**src/rtl/pds_pkg.sv**
```systemverilog
// Package for the PLL divider search unit: word types, widths, constants and states.
package pds_pkg;

  localparam int unsigned MULT_MIN_DEF     = 16;
  localparam int unsigned MULT_MAX_DEF     = 320;
  localparam int unsigned POST_DIV_MAX_DEF = 7;

  localparam int unsigned REF_W     = 24;
  localparam int unsigned TGT_W     = 21;
  localparam int unsigned TGT_HZ_W  = 31;
  localparam int unsigned PD_W      = 3;
  localparam int unsigned D_W       = 2 * PD_W;
  localparam int unsigned TPROD_W   = TGT_HZ_W + D_W;
  localparam int unsigned FB_MULT_W = 9;
  localparam int unsigned ACH_W     = 31;
  localparam int unsigned BOUND_W   = 34;

  localparam logic [REF_W-1:0]   REF_RESET_HZ    = 24'd12000000;
  localparam logic [9:0]         KHZ_TO_HZ       = 10'd1000;
  localparam logic [30:0]        VCO_MAX_HZ      = 31'd1600000000;
  localparam logic [30:0]        VCO_MIN_LOW_HZ  = 31'd400000000;
  localparam logic [30:0]        VCO_MIN_SPEC_HZ = 31'd750000000;
  localparam logic [BOUND_W-1:0] BOUND_HZ        = 34'd10000000000;

  localparam int unsigned        FB_MULT_BITS = 7;
  localparam logic [6:0]         FALLBACK_MULT = 7'd125;
  localparam logic [PD_W-1:0]    FALLBACK_PD1  = 3'd4;
  localparam logic [PD_W-1:0]    FALLBACK_PD2  = 3'd3;

  typedef struct packed {
    logic [TGT_W-1:0] target_khz;
    logic             prefer_low_jitter;
    logic             allow_below_spec;
  } pds_in_t;

  typedef struct packed {
    logic [FB_MULT_W-1:0] feedback_mult;
    logic [PD_W-1:0]      post_div_one;
    logic [PD_W-1:0]      post_div_two;
    logic [ACH_W-1:0]     achieved_hz;
    logic                 found;
  } pds_out_t;

  typedef enum logic [2:0] {
    ST_IDLE,
    ST_VCO,
    ST_SCAN,
    ST_DRAIN,
    ST_PROD,
    ST_DIV,
    ST_DONE
  } pds_state_e;

endpackage

```
**src/rtl/pll_divider_search_unit.sv**
```systemverilog
// PLL feedback multiplier and post divider search, top level.
//
// One word in gives one word out. After a word is accepted, in_stall_o stays high until the
// result is loaded into the output register. The search walks the multipliers MULT_MIN..MULT_MAX,
// descending when prefer_low_jitter is set and ascending otherwise. A multiplier whose VCO lies
// outside the allowed window passes through the VCO and scan states and issues no candidate. A
// multiplier inside the window issues one candidate per scan cycle into the three-stage deviation
// pipeline, one for each post divider pair with post_div_one >= post_div_two up to POST_DIV_MAX.
// The search ends by draining the pipeline, forming the divide operands, REF_W + max(multiplier
// bits, 7) restoring divide steps (33 at defaults) and loading the output register. The scan loop
// over candidates takes the largest share of the time that a word takes.
// A new word may be accepted while the previous result still waits in the output register. The
// reference register is written through the config channel, which is always ready and must only
// be written while the unit is idle.
module pll_divider_search_unit
  import pds_pkg::*;
#(
  parameter int unsigned MULT_MIN     = MULT_MIN_DEF,
  parameter int unsigned MULT_MAX     = MULT_MAX_DEF,
  parameter int unsigned POST_DIV_MAX = POST_DIV_MAX_DEF
) (
  input  logic             clk_i,
  input  logic             rst_ni,
  input  logic             cfg_valid_i,
  output logic             cfg_ready_o,
  input  logic [REF_W-1:0] cfg_data_i,
  input  logic             in_valid_i,
  output logic             in_stall_o,
  input  pds_in_t          in_data_i,
  output logic             out_valid_o,
  input  logic             out_stall_i,
  output pds_out_t         out_data_o
);

  // widths derived from the multiplier range
  localparam int unsigned MULT_W  = $clog2(MULT_MAX + 1);
  localparam int unsigned BM_W    = (MULT_W > FB_MULT_BITS) ? MULT_W : FB_MULT_BITS;
  localparam int unsigned VCO_W   = (REF_W + MULT_W > 31) ? REF_W + MULT_W : 31;
  localparam int unsigned NUM_W0  = (VCO_W > TPROD_W) ? VCO_W : TPROD_W;
  localparam int unsigned NUM_W   = (NUM_W0 > BOUND_W) ? NUM_W0 : BOUND_W;
  localparam int unsigned CMP_W   = NUM_W + D_W;
  localparam int unsigned DVD_W   = REF_W + BM_W;
  localparam int unsigned CNT_W   = $clog2(DVD_W + 1);
  localparam bit          NO_MULT = (MULT_MAX < MULT_MIN);

  localparam logic [MULT_W-1:0] MULT_LO = MULT_W'(MULT_MIN);
  localparam logic [MULT_W-1:0] MULT_HI = MULT_W'(MULT_MAX);
  localparam logic [PD_W-1:0]   PD_LAST = PD_W'(POST_DIV_MAX);
  localparam logic [PD_W-1:0]   PD_ONE  = PD_W'(1);

  pds_state_e state_q, state_d;

  // configuration
  logic [REF_W-1:0] ref_q;

  // per-word setup
  logic [TGT_HZ_W-1:0] target_hz_q;
  logic                desc_q;
  logic [VCO_W-1:0]    vco_min_q;
  logic [MULT_W-1:0]   mult_q, mult_end_q;
  logic [VCO_W-1:0]    vco_q;
  logic [PD_W-1:0]     pd1_q, pd2_q;

  // deviation pipeline: s1 divider product, s2 target product, s3 deviation
  logic              s1_v_q, s2_v_q, s3_v_q;
  logic [D_W-1:0]    s1_d_q, s2_d_q, s3_d_q;
  logic [PD_W-1:0]   s1_pd1_q, s2_pd1_q, s3_pd1_q;
  logic [PD_W-1:0]   s1_pd2_q, s2_pd2_q, s3_pd2_q;
  logic [MULT_W-1:0] s1_mult_q, s2_mult_q, s3_mult_q;
  logic [VCO_W-1:0]  s1_vco_q, s2_vco_q;
  logic [TPROD_W-1:0] s2_tprod_q;
  logic [NUM_W-1:0]  s3_num_q;

  // best candidate so far
  logic [NUM_W-1:0]  best_num_q;
  logic [D_W-1:0]    best_den_q;
  logic [BM_W-1:0]   best_mult_q;
  logic [PD_W-1:0]   best_pd1_q, best_pd2_q;
  logic              found_q;

  // achieved frequency divider
  logic [DVD_W-1:0]  dvd_q;
  logic [D_W-1:0]    rem_q, div_d_q;
  logic [CNT_W-1:0]  cnt_q;

  // output register
  logic     out_valid_q;
  pds_out_t out_q;

  // control strobes
  logic accept, issue, next_mult, last_mult, pd_last, in_range, load_out, better;
  logic pipe_empty;
  logic [CMP_W-1:0] lhs, rhs;
  logic [D_W:0]     trial;

  assign cfg_ready_o = 1'b1;
  assign in_stall_o  = (state_q != ST_IDLE);
  assign out_valid_o = out_valid_q;
  assign out_data_o  = out_q;

  assign in_range   = (vco_q <= VCO_W'(VCO_MAX_HZ)) && (vco_q >= vco_min_q);
  assign pd_last    = (pd1_q == PD_LAST) && (pd2_q == PD_LAST);
  assign last_mult  = (mult_q == mult_end_q);
  assign pipe_empty = !s1_v_q && !s2_v_q && !s3_v_q;

  // exact rational compare: num/d < best_num/best_den
  assign lhs    = CMP_W'(s3_num_q) * CMP_W'(best_den_q);
  assign rhs    = CMP_W'(best_num_q) * CMP_W'(s3_d_q);
  assign better = s3_v_q && (lhs < rhs);

  assign trial = {rem_q, dvd_q[DVD_W-1]};

  always_comb begin
    state_d   = state_q;
    accept    = 1'b0;
    issue     = 1'b0;
    next_mult = 1'b0;
    load_out  = 1'b0;
    unique case (state_q)
      ST_IDLE: begin
        if (in_valid_i) begin
          accept  = 1'b1;
          state_d = NO_MULT ? ST_DRAIN : ST_VCO;
        end
      end
      ST_VCO: begin
        state_d = ST_SCAN;
      end
      ST_SCAN: begin
        issue = in_range;
        if (!in_range || pd_last) begin
          if (last_mult) begin
            state_d = ST_DRAIN;
          end else begin
            next_mult = 1'b1;
            state_d   = ST_VCO;
          end
        end
      end
      ST_DRAIN: begin
        if (pipe_empty) begin
          state_d = ST_PROD;
        end
      end
      ST_PROD: begin
        state_d = ST_DIV;
      end
      ST_DIV: begin
        if (cnt_q == CNT_W'(1)) begin
          state_d = ST_DONE;
        end
      end
      ST_DONE: begin
        if (!out_valid_q || !out_stall_i) begin
          load_out = 1'b1;
          state_d  = ST_IDLE;
        end
      end
      default: begin
        state_d = ST_IDLE;
      end
    endcase
  end

  always_ff @(posedge clk_i or negedge rst_ni) begin
    if (!rst_ni) begin
      state_q     <= ST_IDLE;
      ref_q       <= REF_RESET_HZ;
      out_valid_q <= 1'b0;
      s1_v_q      <= 1'b0;
      s2_v_q      <= 1'b0;
      s3_v_q      <= 1'b0;
    end else begin
      state_q <= state_d;
      if (cfg_valid_i) begin
        ref_q <= cfg_data_i;
      end
      if (load_out) begin
        out_valid_q <= 1'b1;
      end else if (!out_stall_i) begin
        out_valid_q <= 1'b0;
      end
      s1_v_q <= issue;
      s2_v_q <= s1_v_q;
      s3_v_q <= s2_v_q;
    end
  end

  // datapath, no reset needed
  always_ff @(posedge clk_i) begin
    if (accept) begin
      target_hz_q <= TGT_HZ_W'(in_data_i.target_khz) * TGT_HZ_W'(KHZ_TO_HZ);
      desc_q      <= in_data_i.prefer_low_jitter;
      vco_min_q   <= in_data_i.allow_below_spec ? VCO_W'(VCO_MIN_LOW_HZ)
                                                 : VCO_W'(VCO_MIN_SPEC_HZ);
      mult_q      <= in_data_i.prefer_low_jitter ? MULT_HI : MULT_LO;
      mult_end_q  <= in_data_i.prefer_low_jitter ? MULT_LO : MULT_HI;
      best_num_q  <= NUM_W'(BOUND_HZ);
      best_den_q  <= D_W'(1);
      best_mult_q <= BM_W'(FALLBACK_MULT);
      best_pd1_q  <= FALLBACK_PD1;
      best_pd2_q  <= FALLBACK_PD2;
      found_q     <= 1'b0;
    end else if (better) begin
      best_num_q  <= s3_num_q;
      best_den_q  <= s3_d_q;
      best_mult_q <= BM_W'(s3_mult_q);
      best_pd1_q  <= s3_pd1_q;
      best_pd2_q  <= s3_pd2_q;
      found_q     <= 1'b1;
    end

    if (state_q == ST_VCO) begin
      vco_q <= VCO_W'(ref_q) * VCO_W'(mult_q);
      pd1_q <= PD_ONE;
      pd2_q <= PD_ONE;
    end else if (issue && !pd_last) begin
      if (pd1_q == PD_LAST) begin
        pd2_q <= pd2_q + PD_ONE;
        pd1_q <= pd2_q + PD_ONE;
      end else begin
        pd1_q <= pd1_q + PD_ONE;
      end
    end

    if (next_mult) begin
      mult_q <= desc_q ? mult_q - MULT_W'(1) : mult_q + MULT_W'(1);
    end

    // stage 1: divider product
    s1_d_q    <= D_W'(pd1_q) * D_W'(pd2_q);
    s1_pd1_q  <= pd1_q;
    s1_pd2_q  <= pd2_q;
    s1_mult_q <= mult_q;
    s1_vco_q  <= vco_q;
    // stage 2: target times divider product
    s2_tprod_q <= TPROD_W'(target_hz_q) * TPROD_W'(s1_d_q);
    s2_d_q     <= s1_d_q;
    s2_pd1_q   <= s1_pd1_q;
    s2_pd2_q   <= s1_pd2_q;
    s2_mult_q  <= s1_mult_q;
    s2_vco_q   <= s1_vco_q;
    // stage 3: absolute deviation scaled by the divider product
    s3_num_q  <= (NUM_W'(s2_vco_q) > NUM_W'(s2_tprod_q))
                 ? NUM_W'(s2_vco_q) - NUM_W'(s2_tprod_q)
                 : NUM_W'(s2_tprod_q) - NUM_W'(s2_vco_q);
    s3_d_q    <= s2_d_q;
    s3_pd1_q  <= s2_pd1_q;
    s3_pd2_q  <= s2_pd2_q;
    s3_mult_q <= s2_mult_q;

    // achieved frequency: restoring divide, quotient shifts into the dividend register
    if (state_q == ST_PROD) begin
      dvd_q   <= DVD_W'(ref_q) * DVD_W'(best_mult_q);
      div_d_q <= D_W'(best_pd1_q) * D_W'(best_pd2_q);
      rem_q   <= '0;
      cnt_q   <= CNT_W'(DVD_W);
    end else if (state_q == ST_DIV) begin
      cnt_q <= cnt_q - CNT_W'(1);
      if (trial >= {1'b0, div_d_q}) begin
        rem_q <= D_W'(trial - {1'b0, div_d_q});
        dvd_q <= {dvd_q[DVD_W-2:0], 1'b1};
      end else begin
        rem_q <= trial[D_W-1:0];
        dvd_q <= {dvd_q[DVD_W-2:0], 1'b0};
      end
    end

    if (load_out) begin
      out_q.feedback_mult <= FB_MULT_W'(best_mult_q);
      out_q.post_div_one  <= best_pd1_q;
      out_q.post_div_two  <= best_pd2_q;
      out_q.achieved_hz   <= ACH_W'(dvd_q);
      out_q.found         <= found_q;
    end
  end

  // the divide only starts once every candidate has been compared
  a_div_after_drain: assert property (@(posedge clk_i) disable iff (!rst_ni)
    (state_q == ST_DIV) |-> pipe_empty)
    else $error("divide started with candidates in flight");

  // partial remainder stays below the divisor
  a_rem_bound: assert property (@(posedge clk_i) disable iff (!rst_ni)
    (state_q == ST_DIV) |-> (rem_q < div_d_q))
    else $error("divider remainder out of range");

  // the held best triple keeps the first post divider at or above the second
  a_best_order: assert property (@(posedge clk_i) disable iff (!rst_ni)
    (state_q != ST_IDLE) |-> (best_pd1_q >= best_pd2_q))
    else $error("best post dividers out of order");

  // a result without a searched triple carries the fallback dividers
  a_fallback: assert property (@(posedge clk_i) disable iff (!rst_ni)
    (out_valid_q && !out_q.found) |->
      (out_q.post_div_one == FALLBACK_PD1) && (out_q.post_div_two == FALLBACK_PD2))
    else $error("fallback word has wrong dividers");

endmodule
```
**config.mk**
```make
export PLATFORM = sky130hd
export DESIGN_NAME = pll_divider_search_unit
export DESIGN_NICKNAME = d
export VERILOG_FILES = /design/src/rtl/pds_pkg.sv /design/src/rtl/pll_divider_search_unit.sv
export SDC_FILE = /design/constraint.sdc
export NUM_CORES = 2
export LEC_CHECK = 0
export ABC_AREA = 1
export BUFFER_PORTS_ARGS = -buffer_cell sky130_fd_sc_hd__buf_4
export CORE_UTILIZATION = 50
export CTS_CLUSTER_SIZE = 24
export DETAILED_ROUTE_END_ITERATION = 16
export PLACE_DENSITY = 0.67
export SETUP_SLACK_MARGIN = 0.5
export SYNTH_ARGS = -nofsm -noshare
export SYNTH_HDL_FRONTEND = slang
export SYNTH_SLANG_ARGS = --single-unit
```
**constraint.sdc**
```tcl
create_clock -name clk_i -period 5.5 [get_ports clk_i]
set_input_delay 0.825 -clock clk_i [delete_from_list [all_inputs] [get_ports clk_i]]
set_output_delay 0.825 -clock clk_i [all_outputs]
set_load 0.01 [all_outputs]
```
==> impl_metrics.ini <==
[die]
fp.dieH_um = 342
fp-row-count = 124
die_area_um2 = 117000
die_w_um = 342
start_util = 0.505
core_um2 = 115000
io_pins = 102

[timing]
rsz0062_at_grt = yes
setup_violations = 59
finalWorstSetupSlack_ns = -0.440
finalClockSkew_ns = 0.0501
period_share = 1.08
max_freq_ghz = 0.168
drv_slew = 0
worst_pin_slew_ns = 1.09
hold_viol = 0
holdWs_ns = 0.129
finalCriticalPeriod_ns = 5.94
slew_headroom = 0.270

[outcome]
status = finished, violations left
violations = negative setup slack

[global_route]
grt_pass1_wl_mm = 259
grt_max_degree = 48
grtUsageTotal = 0.275
antenna_found_initial = 2
grt_pass1_vias = 50154
grt_overflow = 0

[detailed_routing]
drt-initial-drc-count = 3009
route.detailed.drc = 0
dr.pass1.iters = 6
drt-total-wl_mm = 161
vias_per_cell = 5.07
route.vias.total = 49356
routedWlPerCell_um = 16.5
antenna_left = 0

[synthesis]
synth_edf_count = 160
yosysWarnings = 0
netlist_instances = 7547
syn_area_per_cell_um2 = 7.68
yosysMostFrequentCell = nand2_1
ys_seq_area_frac = 0.192
syn-cell-area_um2 = 57900
ys_ff_latch = 468
synth_cell_types = 64
synthArstFlopShare = 0.0662
ys_top_cells_by_count = nand2_1, inv_1, fa_1
synthFlopType = dfxtp_1
synth.area.top_cells = fa_1, nand2_1, inv_1, ha_1, dfxtp_1
yosysTopAreaCellShare = 0.269
synth_top_area_cell = fa_1
synth_nets = 8835

[finish]
multi_input_area_um2 = 41400
layout-drive-gt1-share = 0.192
final_core_util = 0.617
area_growth_pct = 22.2
nets = 9470
n_fill_cell = 10048
final-seq-area_um2 = 11200

[critical_path]
reg2reg_slack_ns = -0.44
startpoint_type = flop
endpoint_kind = flop
path_delay_family = adder cells
cp_max_fo = 8
worstPathArrival_ns = 6.44
ff2ff_path_depth = 35
cp_data_required_time_ns = 6.00
critPathMostFrequentCell = inv_2
crit_slowest_cell = fa_1
worstSetupPathType = reg2reg
cp_num_buf_inv = 13
r2r_start = s3_d_q[5]
reg2reg_to = best_pd1_q[2]
path_depth = 35
cp_slowest_stage_delay_ns = 0.54

[clocking]
clock_sinks = 468
cts_buffers = 53
tritoncts = built
htreeDepth = 2
cts_buffer_depth = 3
clockRootBuffer = clkbuf_16
worstSkewPairLatency_ns = 0.67
cts.clk_slew.worst_paths_ns = 0.07

[placement]
hpwlAfterDp_mm = 126
port_buffers = 100
gp_congestion = 0.953

[min_path]
min_path_type = in2async

[job]
maxCapViolCount = 0
## cell type report
type	instances	area share
Tap cell	1512	0.0267
Clock inverter	33	0.00585
Clock buffer	67	0.0217
Antenna cell	3	0.000106
Sequential cell	468	0.159
Multi-Input combinational cell	4984	0.585
Timing Repair Buffer	811	0.103
Inverter	1864	0.0990
## registers in the layout, summed over array words and instances (netlist names), 6 cells and up
name         cells
best_den_q       6
best_mult_q      9
best_num_q      37
cnt_q            6
div_d_q          6
dvd_q           33
mult_q           9
out_data_o      47
ref_q           24
rem_q            6
s1_d_q           6
s1_mult_q        9
s1_vco_q        33
s2_d_q           6
s2_mult_q        9
s2_tprod_q      34
s2_vco_q        33
s3_d_q           6
s3_mult_q        9
s3_num_q        37
target_hz_q     28
vco_q           33
## per-stage QoR
stage               setup WS (ns)  cell area [um^2]  cells  TNS, ns
global route               -0.711             70800   9739   -39.16
CTS                        -0.174             68900   9654    -7.43
detailed placement         -0.571             64900   9486   -27.52
floorplan                   0.477             59000   7547        0
finish                     -0.440             70800   9742   -21.22
global placement           -0.528             64900   9486   -24.83
## cell families (layout without fill, tap and decap cells)
kind of cell | after synthesis | in the layout | share of synthesized area
flops | 468 | 468 | 0.192
other cells | 1 | 4 | 0.0000647
fa+ha+maj | 1236 | 1236 | 0.368
xor+xnor | 225 | 225 | 0.0340
simple gates | 2757 | 2757 | 0.191
compound gates | 741 | 741 | 0.0714
buf+inv | 2095 | 2775 | 0.139
mux | 24 | 24 | 0.00466
## per-layer routing
metal  vias to the layer above  track usage  part of all wire
li1                      23840            -                 -
met2                      1234        0.483              0.49
met1                     24037        0.357              0.43
met3                       245       0.0249             0.045
met4                         0       0.0876             0.033
met5                         -            0                 0
## how the worst max path moves through the flow
stage / startpoint / to
6_report: s3_d_q[5] / best_pd1_q[2]
5_1_grt: best_den_q[4] / best_mult_q[6]
4_1_cts: s3_d_q[4] / best_den_q[2]
3_5_place_dp: best_num_q[10] / best_mult_q[7]
3_3_place_gp: best_num_q[10] / best_mult_q[7]
2_1_floorplan: best_den_q[3] / found_q
## cell usage in the layout, fill, tap and decap left out, types with 88 or more instances in the layout
master	instances
dfxtp_1	253
a21oi_1	271
nand2_1	1849
edfxtp_1	160
nand3_1	177
nand2_2	124
inv_1	1772
fa_1	774
buf_4	708
nor2_1	315
ha_1	390
o21ai_0	153
inv_2	88
xor2_1	142
## worst reg2reg max path: cells and delay by family (launching register included)
kind,cells,cell delay [ns]
adders and majority gates,5,2.18
buffers and inverters,13,1.32
and+or+nand+nor,15,1.57
xor gates and xnor gates,1,0.24
DFF,1,0.42
AOI/OAI and AO/OA,1,0.03
## what timing repair did
| item | CTS | global route |
|---|---|---|
| endpoints found under the setup margin | 66 | 89 |
| gates cloned | 16 | 8 |
| resized for setup | 324 | 308 |
| pin swaps | 66 | 148 |
| setup buffers | 52 | 77 |
| hold buffers | 0 | 0 |
Power is left out: the tool's default activity adds up to more than one toggle a clock period on the data nets, which glitch-free logic cannot reach.
